**src/hdl/parity_coded_ook_pulse_transmitter_defines.svh**
```systemverilog
// assertion macros
`ifndef PARITY_CODED_OOK_PULSE_TRANSMITTER_DEFINES_SVH
`define PARITY_CODED_OOK_PULSE_TRANSMITTER_DEFINES_SVH

`ifndef SYNTHESIS
`define ASSERT_SAME(label, clk, rst, cond, prop) \
   label: assert property (@(posedge clk) disable iff (rst) (cond) |-> (prop)) \
      else $error("assertion failed");
`define ASSERT_NEXT(label, clk, rst, cond, prop) \
   label: assert property (@(posedge clk) disable iff (rst) (cond) |=> (prop)) \
      else $error("assertion failed");
`else
`define ASSERT_SAME(label, clk, rst, cond, prop)
`define ASSERT_NEXT(label, clk, rst, cond, prop)
`endif

`endif

```
**src/hdl/pcook_pkg.sv**
```systemverilog
package pcook_pkg;

   localparam int unsigned SampleWidth = 7;
   localparam int unsigned WordWidth   = 16;
   localparam int unsigned BitPosWidth = 4;
   localparam int unsigned TickWidth   = 16;
   localparam int unsigned CsrWidth    = 16;
   localparam int unsigned CsrIdxWidth = 2;

   localparam logic [3:0] Preamble = 4'hF;

   localparam logic [CsrIdxWidth-1:0] CsrBitDelay    = 2'd0;
   localparam logic [CsrIdxWidth-1:0] CsrPacketDelay = 2'd1;
   localparam logic [CsrIdxWidth-1:0] CsrLeadDelay   = 2'd2;
   localparam logic [CsrIdxWidth-1:0] CsrRepeatCount = 2'd3;

   localparam logic [15:0] BitDelayReset    = 16'd84;
   localparam logic [15:0] PacketDelayReset = 16'd1000;
   localparam logic [7:0]  LeadDelayReset   = 8'd10;
   localparam logic [2:0]  RepeatReset      = 3'd3;

   localparam logic OpTick = 1'b0;
   localparam logic OpLoad = 1'b1;

   typedef struct packed {
      logic                   op;
      logic [SampleWidth-1:0] sample;
   } req_type;

   typedef struct packed {
      logic tx_level;
      logic busy_res;
      logic load_taken;
      logic done_res;
   } rsp_type;

   function automatic logic [WordWidth-1:0] build_word(input logic [SampleWidth-1:0] s);
      logic p4, p3, p2, p1, p0;
      p4 = s[6] ^ s[5] ^ s[4];
      p3 = s[3] ^ s[2] ^ s[1];
      p2 = s[6] ^ s[5] ^ s[3] ^ s[2] ^ s[0];
      p1 = s[6] ^ s[4] ^ s[3] ^ s[1] ^ s[0];
      p0 = (^s) ^ p4 ^ p3 ^ p2 ^ p1;
      return {Preamble, s, p4, p3, p2, p1, p0};
   endfunction

endpackage

```
**src/hdl/parity_coded_ook_pulse_transmitter.sv**
```systemverilog
// Parity-coded on-off-keyed pulse transmitter. A load transfer (op 1) builds a 16-bit word
// from a 7-bit sample (preamble 4'hF, sample, four parity bits, overall parity) if the
// serializer is idle; a load while busy is dropped with load_taken low. Each tick transfer
// (op 0) advances the serializer by one time unit: per bit, lead_delay low ticks, bit_delay
// ticks at the bit level, bit_delay low ticks, MSB first; packet_delay low ticks after each
// copy; repeat_count copies. Every request gives exactly one response. One request is taken
// per clock: the serializer state and the response register update in the cycle of the
// transfer, and the response appears in the next cycle; req_ready drops only while the response
// register holds a response the consumer has not taken. Write csr registers only while no
// transfer is in flight; a new value applies from the next tick of the current phase.
`include "parity_coded_ook_pulse_transmitter_defines.svh"

module parity_coded_ook_pulse_transmitter (
   input  logic                                   clock,
   input  logic                                   reset,
   input  logic                                   req_valid,
   output logic                                   req_ready,
   input  pcook_pkg::req_type                     req_data,
   output logic                                   rsp_valid,
   input  logic                                   rsp_ready,
   output pcook_pkg::rsp_type                     rsp_data,
   input  logic                                   csr_write,
   input  logic [pcook_pkg::CsrIdxWidth-1:0]      csr_index,
   input  logic [pcook_pkg::CsrWidth-1:0]         csr_data
);
   import pcook_pkg::*;

   localparam logic [2:0] PhIdle = 3'd0;
   localparam logic [2:0] PhLead = 3'd1;
   localparam logic [2:0] PhHigh = 3'd2;
   localparam logic [2:0] PhLow  = 3'd3;
   localparam logic [2:0] PhGap  = 3'd4;

   logic [15:0] bit_delay_ff, packet_delay_ff;
   logic [7:0]  lead_delay_ff;
   logic [2:0]  repeat_ff;

   logic [2:0]             phase_ff, phase_in;
   logic [WordWidth-1:0]   word_ff, word_in;
   logic [BitPosWidth-1:0] bitpos_ff, bitpos_in;
   logic [2:0]             copies_ff, copies_in;
   logic [TickWidth-1:0]   tick_ff, tick_in;

   logic    rsp_valid_ff;
   rsp_type rsp_ff, rsp_in;

   logic                 accept;
   logic [TickWidth:0]   tick_inc;
   logic [2:0]           copies_inc;
   logic [2:0]           repeats_eff;
   logic [2:0]           lead_phase;

   assign req_ready = !rsp_valid_ff || rsp_ready;
   assign accept    = req_valid && req_ready;
   assign rsp_valid = rsp_valid_ff;
   assign rsp_data  = rsp_ff;

   assign tick_inc    = {1'b0, tick_ff} + 17'd1;
   assign copies_inc  = copies_ff + 3'd1;
   assign repeats_eff = (repeat_ff == 3'd0) ? 3'd1 : repeat_ff;
   assign lead_phase  = (lead_delay_ff == 8'd0) ? PhHigh : PhLead;

   always_comb begin
      phase_in  = phase_ff;
      word_in   = word_ff;
      bitpos_in = bitpos_ff;
      copies_in = copies_ff;
      tick_in   = tick_ff;
      rsp_in    = '0;
      if (req_data.op == OpLoad) begin
         if (phase_ff == PhIdle) begin
            word_in           = build_word(req_data.sample);
            bitpos_in         = '1;
            copies_in         = '0;
            tick_in           = '0;
            phase_in          = lead_phase;
            rsp_in.load_taken = 1'b1;
            rsp_in.busy_res   = 1'b1;
         end else begin
            rsp_in.busy_res = 1'b1;
         end
      end else if (phase_ff != PhIdle) begin
         rsp_in.busy_res = 1'b1;
         tick_in         = tick_inc[TickWidth-1:0];
         case (phase_ff)
            PhLead: begin
               if (tick_inc >= {9'd0, lead_delay_ff}) begin
                  phase_in = PhHigh;
                  tick_in  = '0;
               end
            end
            PhHigh: begin
               rsp_in.tx_level = word_ff[bitpos_ff];
               if (tick_inc >= {1'b0, bit_delay_ff}) begin
                  phase_in = PhLow;
                  tick_in  = '0;
               end
            end
            PhLow: begin
               if (tick_inc >= {1'b0, bit_delay_ff}) begin
                  tick_in = '0;
                  if (bitpos_ff != '0) begin
                     bitpos_in = bitpos_ff - 1'b1;
                     phase_in  = lead_phase;
                  end else if (packet_delay_ff != 16'd0) begin
                     phase_in = PhGap;
                  end else if (copies_inc < repeats_eff) begin
                     copies_in = copies_inc;
                     bitpos_in = '1;
                     phase_in  = lead_phase;
                  end else begin
                     copies_in       = '0;
                     bitpos_in       = '1;
                     phase_in        = PhIdle;
                     rsp_in.done_res = 1'b1;
                  end
               end
            end
            PhGap: begin
               if (tick_inc >= {1'b0, packet_delay_ff}) begin
                  tick_in   = '0;
                  bitpos_in = '1;
                  if (copies_inc < repeats_eff) begin
                     copies_in = copies_inc;
                     phase_in  = lead_phase;
                  end else begin
                     copies_in       = '0;
                     phase_in        = PhIdle;
                     rsp_in.done_res = 1'b1;
                  end
               end
            end
            default: begin
               phase_in        = PhIdle;
               tick_in         = '0;
               rsp_in.busy_res = 1'b0;
            end
         endcase
      end
   end

   always_ff @(posedge clock) begin
      if (reset) begin
         bit_delay_ff    <= BitDelayReset;
         packet_delay_ff <= PacketDelayReset;
         lead_delay_ff   <= LeadDelayReset;
         repeat_ff       <= RepeatReset;
      end else if (csr_write) begin
         case (csr_index)
            CsrBitDelay:    bit_delay_ff    <= csr_data;
            CsrPacketDelay: packet_delay_ff <= csr_data;
            CsrLeadDelay:   lead_delay_ff   <= csr_data[7:0];
            CsrRepeatCount: repeat_ff       <= csr_data[2:0];
            default:        ;
         endcase
      end
   end

   always_ff @(posedge clock) begin
      if (reset) begin
         phase_ff  <= PhIdle;
         word_ff   <= '0;
         bitpos_ff <= '1;
         copies_ff <= '0;
         tick_ff   <= '0;
      end else if (accept) begin
         phase_ff  <= phase_in;
         word_ff   <= word_in;
         bitpos_ff <= bitpos_in;
         copies_ff <= copies_in;
         tick_ff   <= tick_in;
      end
   end

   always_ff @(posedge clock) begin
      if (reset) begin
         rsp_valid_ff <= 1'b0;
      end else if (accept) begin
         rsp_valid_ff <= 1'b1;
      end else if (rsp_ready) begin
         rsp_valid_ff <= 1'b0;
      end
   end

   always_ff @(posedge clock) begin
      if (accept) begin
         rsp_ff <= rsp_in;
      end
   end

   `ASSERT_SAME(a_taken_busy, clock, reset, rsp_valid_ff && rsp_ff.load_taken, rsp_ff.busy_res)
   `ASSERT_SAME(a_done_quiet, clock, reset, rsp_valid_ff && rsp_ff.done_res,
                rsp_ff.busy_res && !rsp_ff.tx_level && !rsp_ff.load_taken)
   `ASSERT_SAME(a_idle_clean, clock, reset, phase_ff == PhIdle,
                copies_ff == 3'd0 && bitpos_ff == '1)
   `ASSERT_NEXT(a_idle_tick, clock, reset,
                accept && req_data.op == OpTick && phase_ff == PhIdle,
                rsp_valid_ff && !rsp_ff.busy_res && !rsp_ff.done_res)

endmodule

```
**config.mk**
```make
export PLATFORM = sky130hd
export DESIGN_NAME = parity_coded_ook_pulse_transmitter
export DESIGN_NICKNAME = d
export VERILOG_FILES = /design/src/hdl/pcook_pkg.sv /design/src/hdl/parity_coded_ook_pulse_transmitter.sv
export VERILOG_INCLUDE_DIRS = /design/src /design/src/hdl
export SDC_FILE = /design/constraint.sdc
export NUM_CORES = 1
export LEC_CHECK = 0
export BUFFER_PORTS_ARGS = -buffer_cell sky130_fd_sc_hd__buf_2
export CAP_MARGIN = 15
export CORE_ASPECT_RATIO = 0.8
export CORE_UTILIZATION = 25
export DETAILED_ROUTE_END_ITERATION = 7
export PLACE_DENSITY = 0.38
export SLEW_MARGIN = 30
export SYNTH_ARGS = -nofsm -noshare
export SYNTH_HDL_FRONTEND = slang
export SYNTH_SLANG_ARGS = --single-unit
```
**constraint.sdc**
```tcl
create_clock -name clock -period 4.3 [get_ports clock]
set_input_delay 0.645 -clock clock [delete_from_list [all_inputs] [get_ports clock]]
set_output_delay 0.645 -clock clock [all_outputs]
set_load 0.02 [all_outputs]
```
# --- Word-level counts from Yosys, hierarchy flattened ---
# Index checks and enable logic that the tools add are counted.
classes:
  n_div: 0
  n_bitwise: 17
  n_mux: 50
  n_shift: 0
  reduce_logical: 27
  n_eq_ne: 15
  add_sub_neg: 3
  magnitude_cmp: 5
  n_mul: 0
op_table:
  columns: ["cell", "count"]
  rows:
  - ["2-to-1 mux 16 bit", 6]
  - ["2-to-1 mux 3 bit", 18]
  - ["one-hot mux 16 bit (3 select lines)", 1]
  - [">= comparator 17 x 16 -> 1 bit", 2]
  - ["2-to-1 mux 4 bit", 7]
  - ["!= test 3 bit, second input constant", 6]
  - ["adder 16 x 1 -> 17 bit, second input constant", 1]
  - [">= comparator 17 x 8 -> 1 bit", 1]
  - ["nonzero test 16 bit", 1]
  - ["bitwise XOR 1 bit", 15]
  - ["AND reduction 7 bit", 2]
  - ["one-hot mux 3 bit (4 select lines)", 1]
  - ["2-to-1 mux 1 bit", 11]
  - ["zero test 8 bit", 1]
  - ["one-hot mux 4 bit (2 select lines)", 1]
  - ["AND reduction 2 bit", 4]
  - ["AND reduction 8 bit", 1]
  - ["parity 7 bit", 1]
  - ["== test 3 x 2 -> 1 bit, second input constant", 2]
  - ["zero test 3 bit", 2]
  - ["one-hot mux 3 bit (2 select lines)", 1]
  - ["AND reduction 3 bit", 2]
  - ["nonzero test 3 bit", 2]
  - ["less-than comparator 4 x 5 -> 1 bit, second input constant", 1]
  - ["other kinds (22)", 27]
word_totals:
  mem_bits_ro: 0
  latch_bits: 0
  in_bits: 31
  ram_bits: 0
  register_bits: 87
  output_inout_bits: 6
  n_memories: 0

# --- Logic depth before layout (Yosys ltp) ---
# Gate-level depths: netlist of the first run.
depth:
  ltp_word: 10
  ltp_mapped: 15
  mapped_depth_nobuf: 14

# --- Worst setup path before layout of the first run ---
# OpenSTA, ideal clock, no wires.
synth_path:
  path_kind: "flip-flop to flip-flop"
  startpoint: "register tick_ff[0]"
  endpoint: "register tick_ff[13]"
  n_path_buf: 1
  period_less_slack_ns: 3.522
  path_stages_with_launch: 15
  path_slack_ns: 0.778
  arrival_ns: 3.449
  setup_ns: 0.073
  cell_sequence: "dfxtp_1 > ha_1 > nand3_4 > nor2_1 > xor2_1 > ha_1 > a211oi_1 > nor2_1 > o41ai_1 > a31oi_1 > or4_4 > a31oi_4 > buf_6 > o21ai_2 > nor3_2"
synth_via:
  elab_chain_len: 6
synth_lines:
  columns: ["item", "line", "text"]
  rows:
  - ["start, declared", "parity_coded_ook_pulse_transmitter.sv:42", "logic [TickWidth-1:0] tick_ff, tick_in;"]
  - ["start signal, assigned", "parity_coded_ook_pulse_transmitter.sv:171", "tick_ff <= tick_in;"]
  - ["adder 16 x 1 -> 17 bit (*)", "parity_coded_ook_pulse_transmitter.sv:58", "assign tick_inc = {1'b0, tick_ff} + 17'd1;"]
  - [">= comparator 17 x 16 -> 1 bit, or another cell as far along", "parity_coded_ook_pulse_transmitter.sv:120", "if (tick_inc >= {1'b0, packet_delay_ff}) begin"]
  - ["2-to-1 mux 16 bit, on equally long branches", null, null]
  - ["one-hot mux 16 bit (3 select lines) (*)", "parity_coded_ook_pulse_transmitter.sv:85", "case (phase_ff)"]
  - ["2-to-1 mux 16 bit (*)", "parity_coded_ook_pulse_transmitter.sv:82", "end else if (phase_ff != PhIdle) begin"]
  - ["2-to-1 mux 16 bit (*)", "parity_coded_ook_pulse_transmitter.sv:70", "if (req_data.op == OpLoad) begin"]
# Mark *: on every way between the ends. The rest lies on a longest branch, timed or not. The select of a mux whose other input is x is not followed.
# A chain may end at the register's enable or synchronous reset.

# --- Worst setup path after layout of the first run ---
# Ends and elaborated chain as after synthesis.

==> results.py, run 1 <==
metrics = {
    "worst_setup_path": {
        "critPathMaxFanout": 11,
        "arrival_ns": 4.21,
        "r2r_cells": 13,
        "crit_buf_inv": 0,
        "end_kind": "register",
        "cp_num_cells": 13,
        "critical_path.cell_chain": "ha_1, nand3_4, nor2_1, xor2_2, ha_1, a211oi_1, nor2_1, o41ai_1, a31oi_1, or4_4, a31oi_4, o21ai_2, nor3_2",
        "max_stage_delay_ns": 0.55,
        "cpMaxStageDelayCell": "or4_4",
        "crit_type": "reg -> reg",
        "cp_top_family": "compound AO/OA/AOI/OAI gates",
        "worstSetupStartpointType": "register",
        "crit_required_ns": 4.58,
    },
    "detailed_routing": {
        "firstDrtPassIters": 5,
        "vias": 4646,
        "drc": 0,
        "drtIter0Drc": 269,
        "final_antenna_net_count": 0,
        "viasPerCell": 4.84,
        "avgRoutedWirePerCell_um": 16.1,
        "drt_wl_total_mm": 15.5,
    },
    "timing": {
        "tns_ns": 0,
        "hold_viol": 0,
        "max_freq_mhz": 254,
        "finalSetupViolCount": 0,
        "slew_headroom_pct": 40.7,
        "timing.final.ws_setup_ns": 0.370,
        "period_minus_slack_ns": 3.93,
        "slew_viol_final": 0,
        "period_share_pct": 91.4,
        "rsz0062_at_grt": "no",
        "skew_ns": 0.0112,
        "hold_ws_ns": 0.457,
        "worstMarginPinSlew_ns": 0.884,
    },
    "finish": {
        "register_area_um2": 1780,
        "nNetsFinal": 765,
        "drive_above_1_share_pct": 13.7,
        "n_antenna_cell": 0,
        "fillers": 2179,
        "area_growth_pct": 15.6,
        "multi_input_area_um2": 3180,
    },
    "global_routing": {
        "grt_overflow_total": 0,
        "grt_first_pass_wirelength_mm": 24.8,
        "track_usage_pct": 15.3,
        "grt_max_degree": 61,
        "first_global_vias": 4414,
        "antenna_found_initial": 0,
    },
    "synthesis": {
        "ys_seq_elements": 87,
        "synth_top_flop_cell": "dfxtp_1",
        "synth_common_cells": "123 x nand2_1, 83 x dfxtp_1, 72 x a21oi_1",
        "synth_warnings": 0,
        "synth_seq_area_share_pct": 34.1,
        "async_reset_ff_share_pct": 0,
        "syn_nets": 733,
        "synth_edf_count": 4,
        "syn_inst": 658,
        "synth_area_leaders": "dfxtp_1 32%, ha_1 11%, nand2_1 8.8%",
        "netlist_area_um2": 5220,
        "yosys.cell_count.top_type": "nand2_1",
        "synth.distinct_cells": 67,
        "synth_top_area_share_pct": 31.8,
        "yosys.area.top_type": "dfxtp_1",
        "synth_area_per_cell_um2": 7.94,
    },
    "clocking": {
        "root_buffer": "clkbuf_16",
        "numCtsBuffers": 9,
        "cts_tree": "built",
        "post_cts_buffers": 0,
        "clockBufferDepth": 2,
        "cts_hold_buffers": 0,
        "ctsResizeCount": 0,
        "clk_pin_slew_ns": 0.07,
        "htree_levels": 3,
        "clock_latency_ns": 0.36,
        "clock-sinks": 87,
    },
    "pwr": {
        "pwr_density_cell_nw_per_um2": 308,
        "p_leak_uw": 0.00252,
        "ir_drop_mv": 0.168,
    },
    "floorplan": {
        "fp.dieH_um": 131,
        "start_util_pct": 25.9,
        "fp.coreArea_um2": 20100,
        "placementRows": 46,
        "die_x_um": 164,
        "num_io_pins": 37,
        "dieArea_um2": 21500,
    },
    "placement": {
        "place.port_buffers": 36,
        "dp_slack_ns": 0.290,
        "post-dp-hpwl_mm": 11.7,
        "gp_congestion": 0.810,
    },
    "job": {
        "max_cap_violations": 0,
    },
    "hold_path": {
        "worstHoldPathType": "reg -> reg",
        "min_path_cells": 2,
    },
    "outcome": {
        "status": "complete, no violations",
    },
}
layout make-up:
cell class / instances / area share, %
inverters: 45 / 2.80
clock inverters: 6 / 0.953
multi-input cells: 497 / 52.6
flip-flops and latches: 87 / 29.5
repair buffers: 50 / 4.72
clock buffers: 10 / 3.96
well taps: 264 / 5.47
cells by family after synthesis:
group	after synthesis	synth area share (%)
AOI/OAI and AO/OA	136	16.6
xor gates and xnor gates	38	6.37
adders and majority gates	45	10.8
buffers and inverters	74	5.49
DFF	87	34.1
muxes	8	2.28
and+or+nand+nor	270	24.4
tightest hold or removal path: stages, from the launching register on:
cell and delay, ns:
dfxtp_1 0.31, nand2_1 0.05, a21oi_1 0.05
layer usage:
| layer | track usage, % | part of all wire (%) | wire length (µm) | vias to the layer above |
|---|---|---|---|---|
| li1 | - | - | - | 2350 |
| met1 | 23.6 | 55 | 8490 | 2150 |
| met2 | 20.1 | 38 | 5880 | 123 |
| met3 | 3.35 | 5.0 | 769 | 23 |
| met4 | 5.61 | 2.2 | 337 | 0 |
| met5 | 0 | 0 | 0 | - |
power by group:
group / leakage (µW) / internal, µW / switching [µW]
Combinational: 0.00166 / 70.9 / 126
Clock: 0.000148 / 424 / 385
Sequential: 0.000714 / 838 / 17.6
state kept, by name (all words and copies together) (netlist names), 3 cells and up:
name and cells:
bitpos_ff 4, packet_delay_ff 16, word_ff 13, tick_ff 16, copies_ff 3, bit_delay_ff 16, lead_delay_ff 8, repeat_ff 3
phase_ff 3, rsp_data 4
layout by cell type, fill, tap and decap left out, drive strengths merged, types with 3 or more instances in the layout:
master / netlist / routed
nand2: 123 / 123
dfxtp: 83 / 83
a21oi: 72 / 72
buf: 2 / 50
inv: 45 / 49
nor2: 48 / 48
ha: 44 / 44
nand3: 26 / 26
xor2: 22 / 22
o21ai: 17 / 17
xnor2: 16 / 16
nor3: 16 / 16
nand4: 11 / 11
nor4: 11 / 11
clkbuf: 27 / 10
o211ai: 9 / 9
or3: 6 / 6
a21o: 5 / 5
nand2b: 4 / 4
and3: 4 / 4
or2: 4 / 4
nor2b: 4 / 4
mux2i: 4 / 4
edfxtp: 4 / 4
a211oi: 4 / 4
a31oi: 4 / 4
mux4: 3 / 3
o21bai: 3 / 3
stage by stage:
stage,cell area [µm²],total power [µW],instances,utilization [%]
detailed placement,5730,1070,943,28.4
CTS,6020,1900,959,29.9
finish,6040,1860,959,30.0
floorplan,5220,1000,658,-
global route,6040,1950,959,30.0
global placement,5730,1070,943,28.4
final timing paths:
| check | slack (ns) | start | endpoint |
|---|---|---|---|
| setup / recovery | 0.37 | tick_ff[0] | tick_ff[13] |
| hold / removal | 0.46 | word_ff[3] | word_ff[3] |
| setup reg to reg | 0.37 | tick_ff[0] | tick_ff[13] |
| hold reg to reg | 0.46 | word_ff[3] | word_ff[3] |
Power figures use the tool's default switching activity.
==> inputs of run 2 (changes only) <==
Settings changed: MAX_ROUTING_LAYER set to met4.
==> results.py, run 2 (synthesis gave the netlist of run 1 again) <==
metrics = {
    "hold_path": {
        "worstHoldPathType": "reg -> reg",
        "min_path_cells": 2,
        "min_from": "word_ff[3]",
        "whs_endpoint": "word_ff[3]",
    },
    "job": {
        "max_cap_violations": 0,
    },
    "placement": {
        "place_area_um2": 5730,
        "place.port_buffers": 36,
        "gp_congestion": 0.822,
        "dp.cells": 943,
        "post-dp-hpwl_mm": 11.7,
    },
    "timing": {
        "slew_viol_final": 0,
        "finalSetupViolCount": 0,
        "rsz0062_at_grt": "no",
        "hold_viol": 0,
        "slew_headroom_pct": 42.1,
        "skew_ns": 0.0116,
        "max_freq_mhz": 255,
        "worstMarginPinSlew_ns": 0.863,
        "tns_ns": 0,
        "period_minus_slack_ns": 3.92,
        "period_share_pct": 91.1,
    },
    "finish": {
        "fin_area_um2": 6040,
        "drive_above_1_share_pct": 13.7,
        "postLayoutCoreUtil_pct": 30.0,
        "stdcell_count": 959,
        "area_growth_pct": 15.6,
        "largest_registers": "bit_delay_ff (16), packet_delay_ff (16), tick_ff (16)",
        "nNetsFinal": 765,
        "n_antenna_cell": 0,
        "final_cell_mix": "123 x nand2_1, 83 x dfxtp_1, 72 x a21oi_1",
        "final_common_cell": "nand2_1",
    },
    "floorplan": {
        "placementRows": 46,
        "num_io_pins": 37,
        "start_util_pct": 25.9,
        "fp.coreArea_um2": 20100,
        "fp.dieH_um": 131,
        "die_x_um": 164,
        "dieArea_um2": 21500,
    },
    "clocking": {
        "cts_tree": "built",
        "post_cts_buffers": 0,
        "root_buffer": "clkbuf_16",
        "clk_pin_slew_ns": 0.07,
        "cts_hold_buffers": 0,
        "clock-sinks": 87,
        "clock_latency_ns": 0.36,
        "numCtsBuffers": 9,
        "htree_levels": 3,
        "clockBufferDepth": 2,
    },
    "detailed_routing": {
        "viasPerCell": 4.86,
        "drt_wl_total_mm": 15.4,
        "avgRoutedWirePerCell_um": 16.1,
        "firstDrtPassIters": 4,
        "final_antenna_net_count": 0,
        "vias": 4661,
        "drtIter0Drc": 282,
        "drc": 0,
    },
    "worst_setup_path": {
        "critPathMaxFanout": 11,
        "crit_required_ns": 4.58,
        "end_kind": "register",
        "crit_start": "tick_ff[0]",
        "r2r_cells": 13,
        "worst-r2r-setup-slack_ns": 0.38,
        "arrival_ns": 4.20,
        "reg2reg_to": "tick_ff[13]",
        "reg2reg_from": "tick_ff[0]",
        "crit_type": "reg -> reg",
        "worstSetupStartpointType": "register",
    },
    "global_routing": {
        "first_global_vias": 4401,
        "grt_use_met2_pct": 20.1,
        "grt_overflow_total": 0,
        "grt_first_pass_wirelength_mm": 24.8,
        "grt_max_degree": 61,
        "antenna_found_initial": 0,
        "track_usage_pct": 15.7,
        "met1_usage_pct": 23.7,
        "top_usage_layer": "met1",
        "met3_usage_pct": 3.13,
    },
    "pwr": {
        "ir_drop_mv": 0.168,
        "p_leak_uw": 0.00252,
        "pwr_density_cell_nw_per_um2": 309,
    },
    "outcome": {
        "status": "complete, no violations",
    },
}
run 2: what timing repair did:
| action | in CTS | in global routing |
|---|---|---|
| resized for setup | 0 | 2 |
| setup endpoints to repair | 0 | 4 |
| hold endpoints to repair | 0 | 0 |
run 2: area by class of cell:
cell class	instances	area [µm²]
Tap cell	264	330
Clock buffer	10	239
Timing Repair Buffer	50	285
Clock inverter	6	57.6
Multi-Input combinational cell	497	3180
Inverter	45	169
Sequential cell	87	1780
Fill cell	2179	14100
run 2: power breakdown:
group,internal (µW),switching [µW]
Clock,424,387
Combinational,70.9,126
Sequential,838,17.6
Total,1330,531
run 2: worst max-delay path, stage by stage, from the launching register on:
cell      delay (ns)
dfxtp_1         0.38
ha_1            0.27
nand3_4         0.16
nor2_1          0.25
xor2_2          0.26
ha_1            0.29
a211oi_1        0.21
nor2_1          0.08
o41ai_1         0.46
a31oi_1         0.19
or4_4           0.55
a31oi_4         0.37
o21ai_2         0.21
nor3_2          0.17
run 2: worst max path at each step:
stage | to | cells after the start
global route | tick_ff[2] | 13
global placement | tick_ff[13] | 13
finish | tick_ff[13] | 13
detailed placement | tick_ff[2] | 13
CTS | tick_ff[13] | 13
floorplan | tick_ff[13] | 14
run 2: per-layer routing:
layer	part of all wire (%)	wire, µm
met5	0	0
met1	55	8480
met3	5.0	766
met4	2.1	331
met2	38	5850
run 2: stage by stage:
stage          worst slack, ns  hold slack, ns  power (µW)
2_1_floorplan            0.778           0.429        1000
6_report                 0.381           0.457        1860
3_5_place_dp             0.290           0.448        1070
3_3_place_gp             0.329           0.441        1070
4_1_cts                  0.268           0.456        1900
5_1_grt                 0.0432           0.481        1950
